`src/rtl/multi_channel_tachometer_assert.svh`:
```
// ----------------------------------------------------------------------------
// Tachometer assertion macros
// Shared concurrent assertion forms used by the tachometer top level.
// ----------------------------------------------------------------------------
`ifndef MULTI_CHANNEL_TACHOMETER_ASSERT_SVH
`define MULTI_CHANNEL_TACHOMETER_ASSERT_SVH

// implication checked on every rising clock edge outside reset
`define MCT_ASSERT_IMP(label, clk, rst_n, ante, cons) \
  label: assert property (@(posedge clk) disable iff (!rst_n) (ante) |-> (cons)) \
    else $error("tachometer check failed");

// next-cycle implication checked outside reset
`define MCT_ASSERT_NEXT(label, clk, rst_n, ante, cons) \
  label: assert property (@(posedge clk) disable iff (!rst_n) (ante) |=> (cons)) \
    else $error("tachometer check failed");

`endif

```
`src/rtl/mct_pkg.sv`:
```
// ----------------------------------------------------------------------------
// Tachometer package
// Shared constants, types and state codes for the tachometer block.
// ----------------------------------------------------------------------------
package mct_pkg;

  localparam int unsigned Channels = 4;
  localparam int unsigned ChW = 2;
  localparam int unsigned Depth = 4;
  localparam int unsigned PosW = 2;
  localparam int unsigned CntW = 3;
  localparam int unsigned DivW = 26;
  localparam logic [15:0] RpmMax = 16'hFFFF;
  localparam logic [5:0] SecPerMin = 6'd60;

  localparam logic [1:0] RegTickRate = 2'd0;
  localparam logic [1:0] RegPulses = 2'd1;
  localparam logic [1:0] RegTimeout = 2'd2;

  localparam logic CmdCapture = 1'b0;
  localparam logic CmdTick = 1'b1;

  typedef enum logic [3:0] {
    ST_IDLE,
    ST_CAPTURE,
    ST_CHECK,
    ST_DIV1,
    ST_DIV2,
    ST_STORE,
    ST_AVG,
    ST_EMIT
  } state_e;

  // commands from controller to datapath
  typedef struct packed {
    logic load_in;
    logic do_capture;
    logic do_timeout;
    logic start_div1;
    logic start_div2;
    logic div_step;
    logic store_rpm;
    logic avg_step;
    logic load_out;
    logic clr_ch;
    logic inc_ch;
  } ctrl_t;

  // status from datapath to controller
  typedef struct packed {
    logic is_tick;
    logic timed_out;
    logic pending;
    logic div_done;
    logic avg_done;
    logic last_ch;
  } stat_t;

endpackage

```
`src/rtl/mct_ctrl.sv`:
```
// ----------------------------------------------------------------------------
// Tachometer controller
// Sequences capture handling and the per-channel tick evaluation.
// ----------------------------------------------------------------------------
module mct_ctrl (
  input  logic            clk_i,
  input  logic            rst_ni,
  input  logic            in_valid_i,
  output logic            in_ready_o,
  input  logic            out_full_i,
  input  mct_pkg::stat_t  stat_i,
  output mct_pkg::ctrl_t  ctrl_o
);

  mct_pkg::state_e state_q, state_d;

  // state register
  always_ff @(posedge clk_i or negedge rst_ni) begin
    if (!rst_ni) begin
      state_q <= mct_pkg::ST_IDLE;
    end else begin
      state_q <= state_d;
    end
  end

  // next state and commands
  always_comb begin
    state_d = state_q;
    ctrl_o = '0;
    in_ready_o = 1'b0;
    unique case (state_q)
      mct_pkg::ST_IDLE: begin
        in_ready_o = 1'b1;
        if (in_valid_i) begin
          ctrl_o.load_in = 1'b1;
          state_d = mct_pkg::ST_CAPTURE;
        end
      end
      mct_pkg::ST_CAPTURE: begin
        if (stat_i.is_tick) begin
          ctrl_o.clr_ch = 1'b1;
          state_d = mct_pkg::ST_CHECK;
        end else begin
          ctrl_o.do_capture = 1'b1;
          state_d = mct_pkg::ST_IDLE;
        end
      end
      mct_pkg::ST_CHECK: begin
        if (stat_i.timed_out) begin
          ctrl_o.do_timeout = 1'b1;
          state_d = mct_pkg::ST_EMIT;
        end else if (stat_i.pending) begin
          ctrl_o.start_div1 = 1'b1;
          state_d = mct_pkg::ST_DIV1;
        end else begin
          state_d = mct_pkg::ST_EMIT;
        end
      end
      mct_pkg::ST_DIV1: begin
        if (stat_i.div_done) begin
          ctrl_o.start_div2 = 1'b1;
          state_d = mct_pkg::ST_DIV2;
        end else begin
          ctrl_o.div_step = 1'b1;
        end
      end
      mct_pkg::ST_DIV2: begin
        if (stat_i.div_done) begin
          ctrl_o.store_rpm = 1'b1;
          state_d = mct_pkg::ST_AVG;
        end else begin
          ctrl_o.div_step = 1'b1;
        end
      end
      mct_pkg::ST_AVG: begin
        if (stat_i.avg_done) begin
          state_d = mct_pkg::ST_EMIT;
        end else begin
          ctrl_o.avg_step = 1'b1;
        end
      end
      mct_pkg::ST_EMIT: begin
        if (!out_full_i) begin
          ctrl_o.load_out = 1'b1;
          if (stat_i.last_ch) begin
            state_d = mct_pkg::ST_IDLE;
          end else begin
            ctrl_o.inc_ch = 1'b1;
            state_d = mct_pkg::ST_CHECK;
          end
        end
      end
      default: state_d = mct_pkg::ST_IDLE;
    endcase
  end

endmodule

```
`src/rtl/mct_datapath.sv`:
```
// ----------------------------------------------------------------------------
// Tachometer datapath
// Channel state, shared restoring divider, window averaging and output stage.
// ----------------------------------------------------------------------------
module mct_datapath (
  input  logic                     clk_i,
  input  logic                     rst_ni,
  input  mct_pkg::ctrl_t           ctrl_i,
  output mct_pkg::stat_t           stat_o,
  input  logic                     command_i,
  input  logic [1:0]               channel_sel_i,
  input  logic [15:0]              capture_value_i,
  input  logic [31:0]              time_ms_i,
  input  logic [19:0]              tick_rate_q_i,
  input  logic [4:0]               pulses_q_i,
  input  logic [15:0]              timeout_q_i,
  input  logic                     out_ready_i,
  output logic                     out_valid_o,
  output logic [1:0]               out_channel_o,
  output logic [15:0]              rpm_now_o,
  output logic [15:0]              rpm_avg_o,
  output logic                     present_o,
  output logic                     timed_out_o,
  output logic                     last_o
);

  localparam int unsigned N = mct_pkg::Channels;
  localparam int unsigned D = mct_pkg::Depth;
  localparam int unsigned W = mct_pkg::DivW;

  // latched input item
  logic        cmd_q;
  logic [1:0]  sel_q;
  logic [15:0] cap_q;
  logic [31:0] now_q;

  // per-channel state
  logic [15:0] prev_q   [N];
  logic [15:0] period_q [N];
  logic [31:0] edge_q   [N];
  logic [N-1:0] first_q, pend_q, pres_q, tmo_q;
  logic [15:0] win_q [N][D];
  logic [mct_pkg::CntW-1:0] cnt_q [N];
  logic [mct_pkg::PosW-1:0] pos_q [N];
  logic [15:0] now_st_q [N];
  logic [15:0] avg_st_q [N];

  logic [mct_pkg::ChW-1:0] ch_q;

  // divider
  logic [W-1:0] quo_q, rem_q, dvs_q;
  logic [4:0]   dcnt_q;
  logic         dbusy_q;

  // averaging
  logic [17:0] sum_q;
  logic [mct_pkg::CntW-1:0] acnt_q;
  logic [2:0]  aidx_q;
  logic        aphase_q;

  logic [31:0] elapsed;
  logic [W-1:0] rem_sh, rem_sub;
  logic [W-1:0] dividend1;
  logic [15:0] rpm_sat;
  logic [4:0] ppt;
  logic [17:0] sum_next;
  logic [mct_pkg::PosW-1:0] wr_pos;

  assign elapsed = now_q - edge_q[ch_q];
  assign dividend1 = W'(tick_rate_q_i) * W'(mct_pkg::SecPerMin);
  assign ppt = (pulses_q_i == 5'd0) ? 5'd1 : pulses_q_i;
  assign rem_sh = {rem_q[W-2:0], quo_q[W-1]};
  assign rem_sub = rem_sh - dvs_q;
  assign rpm_sat = (quo_q > W'(mct_pkg::RpmMax)) ? mct_pkg::RpmMax : quo_q[15:0];
  assign wr_pos = pos_q[ch_q];

  assign stat_o.is_tick = cmd_q;
  assign stat_o.timed_out = !first_q[ch_q] && (elapsed > {16'd0, timeout_q_i});
  assign stat_o.pending = pend_q[ch_q];
  assign stat_o.div_done = dbusy_q && (dcnt_q == 5'd0);
  assign stat_o.avg_done = aphase_q;
  assign stat_o.last_ch = (ch_q == mct_pkg::ChW'(N - 1));

  // input latch
  always_ff @(posedge clk_i) begin
    if (ctrl_i.load_in) begin
      cmd_q <= command_i;
      sel_q <= channel_sel_i;
      cap_q <= capture_value_i;
      now_q <= time_ms_i;
    end
  end

  // channel counter
  always_ff @(posedge clk_i or negedge rst_ni) begin
    if (!rst_ni) begin
      ch_q <= '0;
    end else if (ctrl_i.clr_ch) begin
      ch_q <= '0;
    end else if (ctrl_i.inc_ch) begin
      ch_q <= ch_q + 1'b1;
    end
  end

  // restoring divider, one quotient bit a cycle
  always_ff @(posedge clk_i or negedge rst_ni) begin
    if (!rst_ni) begin
      dbusy_q <= 1'b0;
      dcnt_q <= '0;
      quo_q <= '0;
      rem_q <= '0;
      dvs_q <= '0;
    end else if (ctrl_i.start_div1) begin
      dbusy_q <= 1'b1;
      dcnt_q <= 5'(W);
      quo_q <= dividend1;
      rem_q <= '0;
      dvs_q <= W'(period_q[ch_q]);
    end else if (ctrl_i.start_div2) begin
      dcnt_q <= 5'(W);
      rem_q <= '0;
      dvs_q <= W'(ppt);
    end else if (ctrl_i.div_step) begin
      dcnt_q <= dcnt_q - 1'b1;
      if (rem_sh >= dvs_q) begin
        rem_q <= rem_sub;
        quo_q <= {quo_q[W-2:0], 1'b1};
      end else begin
        rem_q <= rem_sh;
        quo_q <= {quo_q[W-2:0], 1'b0};
      end
    end else if (ctrl_i.store_rpm) begin
      dbusy_q <= 1'b0;
    end
  end

  // window sum then mean by a small constant-divisor select
  assign sum_next = sum_q + 18'(win_q[ch_q][aidx_q[mct_pkg::PosW-1:0]]);

  always_ff @(posedge clk_i or negedge rst_ni) begin
    if (!rst_ni) begin
      aphase_q <= 1'b0;
      aidx_q <= '0;
      sum_q <= '0;
      acnt_q <= '0;
    end else if (ctrl_i.store_rpm) begin
      aphase_q <= 1'b0;
      aidx_q <= '0;
      sum_q <= '0;
      acnt_q <= (cnt_q[ch_q] < mct_pkg::CntW'(D)) ? cnt_q[ch_q] + 1'b1 : cnt_q[ch_q];
    end else if (ctrl_i.avg_step) begin
      if (aidx_q < 3'(acnt_q)) begin
        sum_q <= sum_next;
        aidx_q <= aidx_q + 1'b1;
      end else begin
        aphase_q <= 1'b1;
      end
    end else begin
      aphase_q <= 1'b0;
    end
  end

  // divide by three as multiply by (2^19 + 1) / 3, exact for an 18-bit sum
  function automatic logic [15:0] mean_f(input logic [17:0] s,
                                         input logic [mct_pkg::CntW-1:0] c);
    logic [35:0] m;
    begin
      m = '0;
      case (c)
        3'd1: mean_f = s[15:0];
        3'd2: mean_f = s[16:1];
        3'd3: begin
          m = 36'(s) * 36'd174763;
          mean_f = m[34:19];
        end
        3'd4: mean_f = s[17:2];
        default: mean_f = 16'd0;
      endcase
    end
  endfunction

  // channel state updates
  always_ff @(posedge clk_i or negedge rst_ni) begin
    if (!rst_ni) begin
      first_q <= '1;
      pend_q <= '0;
      pres_q <= '0;
      tmo_q <= '0;
      for (int c = 0; c < N; c++) begin
        prev_q[c] <= '0;
        period_q[c] <= '0;
        edge_q[c] <= '0;
        cnt_q[c] <= '0;
        pos_q[c] <= '0;
        now_st_q[c] <= '0;
        avg_st_q[c] <= '0;
        for (int k = 0; k < D; k++) win_q[c][k] <= '0;
      end
    end else begin
      if (ctrl_i.do_capture) begin
        prev_q[sel_q] <= cap_q;
        edge_q[sel_q] <= now_q;
        if (first_q[sel_q]) begin
          first_q[sel_q] <= 1'b0;
          pres_q[sel_q] <= 1'b1;
          tmo_q[sel_q] <= 1'b0;
        end else if (cap_q != prev_q[sel_q]) begin
          period_q[sel_q] <= cap_q - prev_q[sel_q];
          pend_q[sel_q] <= 1'b1;
        end
      end
      if (ctrl_i.do_timeout) begin
        now_st_q[ch_q] <= '0;
        avg_st_q[ch_q] <= '0;
        pres_q[ch_q] <= 1'b0;
        tmo_q[ch_q] <= 1'b1;
        pend_q[ch_q] <= 1'b0;
        cnt_q[ch_q] <= '0;
        pos_q[ch_q] <= '0;
        for (int k = 0; k < D; k++) win_q[ch_q][k] <= '0;
      end
      if (ctrl_i.store_rpm) begin
        pend_q[ch_q] <= 1'b0;
        now_st_q[ch_q] <= rpm_sat;
        win_q[ch_q][wr_pos] <= rpm_sat;
        pos_q[ch_q] <= wr_pos + 1'b1;
        if (cnt_q[ch_q] < mct_pkg::CntW'(D)) cnt_q[ch_q] <= cnt_q[ch_q] + 1'b1;
        pres_q[ch_q] <= 1'b1;
        tmo_q[ch_q] <= 1'b0;
      end
      if (ctrl_i.avg_step && !(aidx_q < 3'(acnt_q))) begin
        avg_st_q[ch_q] <= mean_f(sum_q, acnt_q);
      end
    end
  end

  // output register
  always_ff @(posedge clk_i or negedge rst_ni) begin
    if (!rst_ni) begin
      out_valid_o <= 1'b0;
    end else if (ctrl_i.load_out) begin
      out_valid_o <= 1'b1;
    end else if (out_ready_i) begin
      out_valid_o <= 1'b0;
    end
  end

  always_ff @(posedge clk_i) begin
    if (ctrl_i.load_out) begin
      out_channel_o <= ch_q;
      rpm_now_o <= now_st_q[ch_q];
      rpm_avg_o <= avg_st_q[ch_q];
      present_o <= pres_q[ch_q];
      timed_out_o <= tmo_q[ch_q];
      last_o <= (ch_q == mct_pkg::ChW'(N - 1));
    end
  end

endmodule

```
`src/rtl/multi_channel_tachometer.sv`:
```
// Sequence: a capture passes through the idle and capture states; a tick
// checks each channel in turn and, where a period is pending, runs two
// divisions on the shared bit-serial divider and the window sum before its
// result. No new transaction is accepted until the controller is back in
// idle, and output stalls hold it in the emit state.
// Reset: rst_ni clears all channel state and restores register defaults.
// ----------------------------------------------------------------------------
// Tachometer top level
// Four-channel fan tachometer with APB configuration registers.
// ----------------------------------------------------------------------------
`include "multi_channel_tachometer_assert.svh"

module multi_channel_tachometer (
  input  logic        clk_i,
  input  logic        rst_ni,
  input  logic        psel,
  input  logic        penable,
  input  logic        pwrite,
  input  logic [3:0]  paddr,
  input  logic [31:0] pwdata,
  output logic [31:0] prdata,
  output logic        pready,
  input  logic        in_valid_i,
  output logic        in_ready_o,
  input  logic        command_i,
  input  logic [1:0]  channel_sel_i,
  input  logic [15:0] capture_value_i,
  input  logic [31:0] time_ms_i,
  output logic        out_valid_o,
  input  logic        out_ready_i,
  output logic [1:0]  out_channel_o,
  output logic [15:0] rpm_now_o,
  output logic [15:0] rpm_avg_o,
  output logic        present_o,
  output logic        timed_out_o,
  output logic        last_o
);

  logic [19:0] tick_rate_q;
  logic [4:0]  pulses_q;
  logic [15:0] timeout_q;
  mct_pkg::ctrl_t ctrl;
  mct_pkg::stat_t stat;
  logic wr_en;

  assign pready = 1'b1;
  assign wr_en = psel && penable && pwrite;

  // configuration registers
  always_ff @(posedge clk_i or negedge rst_ni) begin
    if (!rst_ni) begin
      tick_rate_q <= 20'd125000;
      pulses_q <= 5'd2;
      timeout_q <= 16'd1200;
    end else if (wr_en && paddr[1:0] == 2'd0) begin
      unique case (paddr[3:2])
        mct_pkg::RegTickRate: tick_rate_q <= pwdata[19:0];
        mct_pkg::RegPulses:   pulses_q <= pwdata[4:0];
        mct_pkg::RegTimeout:  timeout_q <= pwdata[15:0];
        default: ;
      endcase
    end
  end

  // register readback
  always_comb begin
    unique case (paddr[3:2])
      mct_pkg::RegTickRate: prdata = {12'd0, tick_rate_q};
      mct_pkg::RegPulses:   prdata = {27'd0, pulses_q};
      mct_pkg::RegTimeout:  prdata = {16'd0, timeout_q};
      default:              prdata = 32'd0;
    endcase
  end

  mct_ctrl u_ctrl (
    .clk_i      (clk_i),
    .rst_ni     (rst_ni),
    .in_valid_i (in_valid_i),
    .in_ready_o (in_ready_o),
    .out_full_i (out_valid_o && !out_ready_i),
    .stat_i     (stat),
    .ctrl_o     (ctrl)
  );

  mct_datapath u_dp (
    .clk_i           (clk_i),
    .rst_ni          (rst_ni),
    .ctrl_i          (ctrl),
    .stat_o          (stat),
    .command_i       (command_i),
    .channel_sel_i   (channel_sel_i),
    .capture_value_i (capture_value_i),
    .time_ms_i       (time_ms_i),
    .tick_rate_q_i   (tick_rate_q),
    .pulses_q_i      (pulses_q),
    .timeout_q_i     (timeout_q),
    .out_ready_i     (out_ready_i),
    .out_valid_o     (out_valid_o),
    .out_channel_o   (out_channel_o),
    .rpm_now_o       (rpm_now_o),
    .rpm_avg_o       (rpm_avg_o),
    .present_o       (present_o),
    .timed_out_o     (timed_out_o),
    .last_o          (last_o)
  );

  // no result is loaded while a new transaction can be taken
  `MCT_ASSERT_IMP(a_no_accept_busy, clk_i, rst_ni, in_ready_o, !ctrl.load_out)
  // a result is only loaded when the output register is free
  `MCT_ASSERT_IMP(a_load_free, clk_i, rst_ni, ctrl.load_out, !out_valid_o || out_ready_i)
  // acceptance moves the controller out of idle
  `MCT_ASSERT_NEXT(a_accept_busy, clk_i, rst_ni, in_valid_i && in_ready_o, !in_ready_o)

endmodule
```
`config.mk`:
```
export PLATFORM = sky130hd
export DESIGN_NAME = multi_channel_tachometer
export DESIGN_NICKNAME = d
export VERILOG_FILES = /design/src/rtl/mct_pkg.sv /design/src/rtl/mct_ctrl.sv /design/src/rtl/mct_datapath.sv /design/src/rtl/multi_channel_tachometer.sv
export VERILOG_INCLUDE_DIRS = /design/src /design/src/rtl
export SDC_FILE = /design/constraint.sdc
export NUM_CORES = 2
export LEC_CHECK = 0
export BUFFER_PORTS_ARGS = -buffer_cell sky130_fd_sc_hd__buf_4
export CAP_MARGIN = 40
export CORE_MARGIN = 2
export CORE_UTILIZATION = 60
export DETAILED_ROUTE_END_ITERATION = 10
export GPL_TIMING_DRIVEN = 0
export HOLD_SLACK_MARGIN = 0.1
export PLACE_DENSITY = 0.77
export SLEW_MARGIN = 20
export SYNTH_ARGS = -nofsm -noshare
export SYNTH_HDL_FRONTEND = slang
export SYNTH_SLANG_ARGS = --single-unit
export TNS_END_PERCENT = 1
```
`constraint.sdc`:
```
create_clock -name clk_i -period 17.7 [get_ports clk_i]
set_input_delay 1.77 -clock clk_i [delete_from_list [all_inputs] [get_ports clk_i]]
set_output_delay 1.77 -clock clk_i [all_outputs]
set_load 0.01 [all_outputs]
```
Yosys cells after proc, flatten, opt, wreduce, memory -nomap -nowiden --
Index checks and enable logic that the tools add are counted.
Operators by class: add/sub/neg operators 9, multipliers 2, $lt $le $gt $ge 16, equal/unequal tests 22, multiplexer cells 164, bitwise gates (word level) 32, reduce and logical (&&, ||, !) cells 38
Operators by type and width (count):
- $and 256x256->256 | 4
- $not 256->256 | 4
- $demux 64 s2 | 5
- $mux 256 | 2
- $mux 64 | 8
- $bwmux 256 | 1
- $bwmux 64 | 4
- $mux 16 | 16
- $bmux 16 s2 | 5
- $mux 26 | 5
- $and 64x64->64 | 2
- $bmux 64 s2 | 1
- $bwmux 128 | 1
- $mux 32 | 4
- $mux 25 | 4
- $demux 16 s2 | 3
- $mux 4 | 18
- $bmux 32 s2 | 1
- $demux 32 s2 | 1
- $not 64->64 | 1
- $pmux 16 s4 | 1
- $pmux 20 s3 | 1
- $mux 18 | 3
- $mux 48 | 1
- 65 further kinds | 187
Storage, ports and cells: bits in registers 920, input port bits 94, output and inout port bits 72, word-level logic and storage cells 356

Longest topological paths before layout --
word-level depth 13, gate-level depth with buffers 28, depth with buffers taken out 23

Cells and area by module --
A second synthesis with hierarchy kept.
Second synthesis, totals: cells, all modules 4731, area total of the unflattened synthesis 51474.4 um^2
Modules (own cells, without submodules):
- mct_datapath | instances 1, cells an instance 4539, area each 49109.6 um^2, seq. area each 22091.2 um^2
- multi_channel_tachometer | instances 1, cells an instance 153, area each 2029.4 um^2, seq. area each 1041.0 um^2
- mct_ctrl | instances 1, cells an instance 39, area each 335.3 um^2, seq. area each 75.1 um^2

Worst setup path before layout --
Ideal clock, no wire load.
path type register to register, start register u_dp.ch_q[0] (netlist bit), end register u_dp.dvs_q[0], library setup time 0.126 ns, data arrival time 6.532 ns, data required time 17.574 ns, path slack 11.042 ns, cell stages (with the launch flop) 25, path buffers 5, clock period less this slack 6.658 ns, cells stage by stage dfrtp_1 -> buf_1 -> clkbuf_1 -> clkbuf_1 -> buf_1 -> mux4_2 -> inv_1 -> ha_1 -> a21o_1 -> a21o_1 -> a211o_1 -> or3b_4 -> nand2_1 -> xnor2_1 -> ha_1 -> and3_1 -> nand4_1 -> o31ai_1 -> nand4_1 -> nor4_2 -> nand4_1 -> o31ai_2 -> buf_4 -> a31oi_2 -> a221o_1
Between the ends: longest elaborated chain between the ends 10, elaborated cells between the ends (all ways) 20, classes of those cells add/sub: 1; order compare: 1; mux: 14; bitwise: 1; reduce/logical: 3
Ends and longest elaborated chain:
- start: declaration | line mct_datapath.sv:48 | logic [mct_pkg::ChW-1:0] ch_q;
- start signal: assignment | line mct_datapath.sv:101 | ch_q <= ch_q + 1'b1;
- $not 2->3 (implied by the code) | line mct_datapath.sv:69, mct_datapath.sv:118
- $bmux 32 s2 | line mct_datapath.sv:69 | assign elapsed = now_q - edge_q[ch_q];
- $mux 32 (implied by the code) (2 in series) | line mct_datapath.sv:69
- $sub 32x32->32 | line mct_datapath.sv:69
- $gt 32x16->1 | line mct_datapath.sv:78 | assign stat_o.timed_out = !first_q[ch_q] && (elapsed > {16'd0, timeout_q_i});
- $logic_and 1x1->1 | line mct_datapath.sv:78
- $mux 1 | line mct_ctrl.sv:49 | if (stat_i.timed_out) begin
- $mux 2 | line mct_ctrl.sv:31 | unique case (state_q)
- $mux 26 or $reduce_bool 2->1 (tied branches)
- end signal: assignment | line mct_datapath.sv:118 | dvs_q <= W'(period_q[ch_q]);
- end signal: assignment | line mct_datapath.sv:122 | dvs_q <= W'(ppt);
- end: declaration | line mct_datapath.sv:51 | logic [W-1:0] quo_q, rem_q, dvs_q;
Parallel ways exist; a longest one is shown, timed or not. The select of a mux whose other input is x is not followed. A chain may end at the register's enable or synchronous reset.

Final worst setup path --
start register u_dp.ch_q[0] (netlist bit), end register u_dp.win_q[53] (netlist bit)
Between the ends: longest elaborated chain between the ends 13, elaborated cells between the ends (all ways) 42, classes of those cells add/sub: 1; order compare: 5; mux: 22; bitwise: 10; reduce/logical: 4
Ends and longest elaborated chain:
- parallel branches: the longest is 12 deep, another holds $sub 32x32->32
- $mux 256 * | line mct_datapath.sv:222 | if (ctrl_i.store_rpm) begin
- end signal: indexed assignment | line mct_datapath.sv:225 | win_q[ch_q][wr_pos] <= rpm_sat;
- end: declaration | line mct_datapath.sv:42 | logic [15:0] win_q [N][D];
Mark *: on every way between the ends. The select of a mux whose other input is x is not followed.

==> impl_results.md <==
- Gr busiest metal: met2
- First-pass GRT wire length: about 230000 µm
- Post-CTS sizing: 0
- Clk buf depth: 3
- Post-synthesis mux area share: 10.7%
- Number of diodes: 0
- Die Y: 297 µm
- Status: completed
- Primary FF master, synth: dfrtp_1
- Clock Latency Late Sink: approximately 680 ps
- Largest family of logic cells by synthesized area: adder cells
- Mapped Area: approximately 51000 µm²
- Hold Crit Start: u_dp.edge_q[33]$_DFFE_PN0P_
- GRT overflow: 0
- Final WL: 150000 µm
- Tmin final: ~9500 ps
- Htree depth: 3
- Synth warn: 0
- Area share of and/or/nand/nor cells after synthesis: approximately an eighth
- Commonest cells after routing, fill and taps aside: 1017 x nand2_1, 805 x dfrtp_1, 410 x inv_1
- Sequential area share after synthesis: 45.2%
- PortBufs: 140
- Final Cycle Share: roughly 54%
- Reg2Reg Setup Slack: 8200 ps
- Number of synthesized flops with an enable pin: around 90
- Antenna violations before repair: 3
- Capturing element type of the critical path: flop
- CTS sink count: slightly above 900
- Crit-path slowest cell: dfrtp_1
- Tot GR Track Use: around a third
- Post-place setup slack: 8500 ps
- Post-Place Cells: about 6.2k
- Nets: roughly 5.7k
- Post-Layout Cell Count: 6393
- FF-to-FF End: u_dp.win_q[53]$_DFF_PN0_
- Crit Path Category: reg -> reg
- Area growth from synthesis to layout: 12.8%
- Most common cell after layout, fill and taps aside: nand2_1
- Core region area: 85000 µm²
- Post-synth ARST share: 90.3%
- Leak: approximately 27 nW
- Routed Antenna Nets: 0
- Clock-pin transition on the worst setup and hold timing paths: 60 ps
- Clock Tree Root: clkbuf_16
- M1 GR Usage: 46.2%
- Die area: about 90000 µm²
- Inserted Clock Buffers: 93
- CTS tree: built
- Share of layout cells above drive strength 1: 13.6%
- Hold_ws: around 470 ps
- XOR/XNOR share of the synthesized area: 1.79%
- Fmax: around 110 MHz
- Post-route setup slack: around 8200 ps
- Crit path required time: around 18000 ps
- Hold Path Depth: 2
- Worst Max-Slew Pin Slew: between 900 and 1000 ps
- CP peak stage delay: around 600 ps
- Placer Congestion: between 0.9 and 1
- TritonRoute pass-1 iters: 8
- Total I/O pin count: 166
- #FFs+latches synth: 909
- Final hold viol count: 0
- Site Rows: 107
- Average wire per standard cell: approximately 23 µm
- Final-layout fill cell count: between 6k and 7k
- Largest net degree at the start of global routing: 141
- Clock skew: 26.7 ps
- # DRC: 0
- Crit start category: flop
- Synth Area in Compound Gates: between 10% and 20%
- Pwr dens: between 100 and 150 nW/µm²
- Slew Limit Fails: 0
- Reg2Reg Depth: 28
- Count of hold-fix buffers inserted at cts: 0
- GR Util met3: under 10%
- 1st-iter DRT viols: between 4k and 5k
- Setup Fix Bufs, Post-CTS: 0
- Synth cell types: 84
- Setup violators final: 0
- Max Cap Violations: 0
- Detail-routed via count per cell: between 6 and 7
- DP Wirelength: ~110000 µm
- Die W: a little under 300 µm
- Hold EP: u_dp.edge_q[33]$_DFFE_PN0P_
- Setup_tns: 0 ps
- Syn_area_per_cell: roughly 11 µm²
- Peak VDD IR: 0.133 mV
- Adder-Cell Fraction of Synth Area: about 13%
- RR Startpoint: u_dp.ch_q[0]$_DFFE_PN0P_
- Slew margin rel.: about 36%
- Via count: ~41k
- Unrepaired setup endpoints after global routing: false
- Initial Utilization: 60.4%
- Post-Syn Instances: between 4k and 5k
- CP arrival: 10080 ps
- Vias in the first global route: just over 40k
- Crit Path Max Fanout: 10
- Min-Delay Path Class: reg -> reg
- Post-layout util: 68.2%
- M2 GR Usage: between 50% and 60%
final cells by class:
type                       count  area, µm²  share of cell area, %
multi-input combinational   3250      25500                   43.9
sequential                   909      23200                   40.0
clock buffer                 126       2620                   4.53
timing repair buffer         199       1870                   3.23
inverter                     410       1540                   2.65
tap                         1144       1430                   2.47
buffer                       307       1240                   2.15
clock inverter                48        588                   1.01
cell families after synthesis:
group	Yosys count
buffers and inverters	717
XOR/XNOR	105
adder cells (fa/ha/maj)	438
flip-flops	909
multiplexers	307
AND/OR/NAND/NOR	1475
other	2
AO/OA/AOI/OAI	912
worst max-delay path, delay by kind of cell (launching register included):
| family | cells | cell delay, ps |
|---|---|---|
| compound gates | 7 | 2480 |
| buf+inv | 10 | 3620 |
| xor+xnor | 1 | 210 |
| simple gates | 6 | 1140 |
| flops | 1 | 600 |
| fa+ha+maj | 3 | 930 |
| mux | 1 | 350 |
power breakdown:
group	switching (mW)	internal [mW]
Clock	0.873	1.20
Combinational	2.09	1.21
Sequential	0.242	2.47
Total	3.21	4.88
per-layer routing:
layer,vias up,wire (µm),share of wire (%)
met5,-,26,0.017
li1,17700,-,-
met2,2313,66500,44
met4,4,9400,6.3
met1,20000,57300,38
met3,529,16300,11
synth_stat cells, drive strengths merged, types with 39 or more instances:
master	instances	share of area, %
nor3	39	0.42
nand2	1017	7.4
o22ai	353	4.3
o21ai	142	1.4
xnor2	71	1.2
clkbuf	245	1.8
dfrtp	805	39
a21oi	84	0.84
ha	290	7.1
edfxtp	88	5.1
mux2	91	2.0
nand3	50	0.51
a21o	52	0.76
nor2	175	1.3
mux4	186	8.2
inv	410	3.0
buf	62	0.63
fa	148	5.8
flip-flops by register name, summed over array words and instances (netlist names), 5 cells and up, named ones only:
| name | cells |
|---|---|
| u_dp.edge_q | 128 |
| u_dp.rem_q | 25 |
| u_dp.quo_q | 26 |
| u_dp.prev_q | 64 |
| u_dp.avg_st_q | 64 |
| timeout_q | 16 |
| u_dp.win_q | 256 |
| u_dp.now_q | 32 |
| u_dp.sum_q | 18 |
| u_dp.now_st_q | 64 |
| u_dp.rpm_avg_o | 16 |
| u_dp.pos_q | 8 |
| u_dp.cap_q | 16 |
| tick_rate_q | 20 |
| u_dp.dcnt_q | 5 |
| pulses_q | 5 |
| u_dp.period_q | 64 |
| u_dp.cnt_q | 10 |
| u_dp.rpm_now_o | 16 |
| u_dp.dvs_q | 16 |
how the worst max path moves through the flow:
stage,from,end,slack [ps],cells past startpoint
floorplan,u_dp.ch_q[0]$_DFFE_PN0P_,u_dp.dvs_q[0]$_DFFE_PN0P_,11040,24
global placement,rst_ni,u_dp.win_q[24]$_DFF_PN0_,5380,1
detailed placement,u_dp.ch_q[0]$_DFFE_PN0P_,u_dp.win_q[37]$_DFF_PN0_,8500,28
CTS,u_dp.ch_q[0]$_DFFE_PN0P_,u_dp.win_q[36]$_DFF_PN0_,8410,28
global route,u_dp.ch_q[0]$_DFFE_PN0P_,u_dp.win_q[9]$_DFF_PN0_,7910,28
finish,u_dp.ch_q[0]$_DFFE_PN0P_,u_dp.win_q[53]$_DFF_PN0_,8200,28
metrics by stage:
step | total power [mW] | cell area (µm²)
2_1_floorplan | 4.66 | 51400
3_3_place_gp | 5.67 | 53900
3_5_place_dp | 5.90 | 54700
4_1_cts | 7.97 | 57900
5_1_grt | 8.44 | 58000
6_report | 8.09 | 58000
Power figures use the tool's default switching activity.
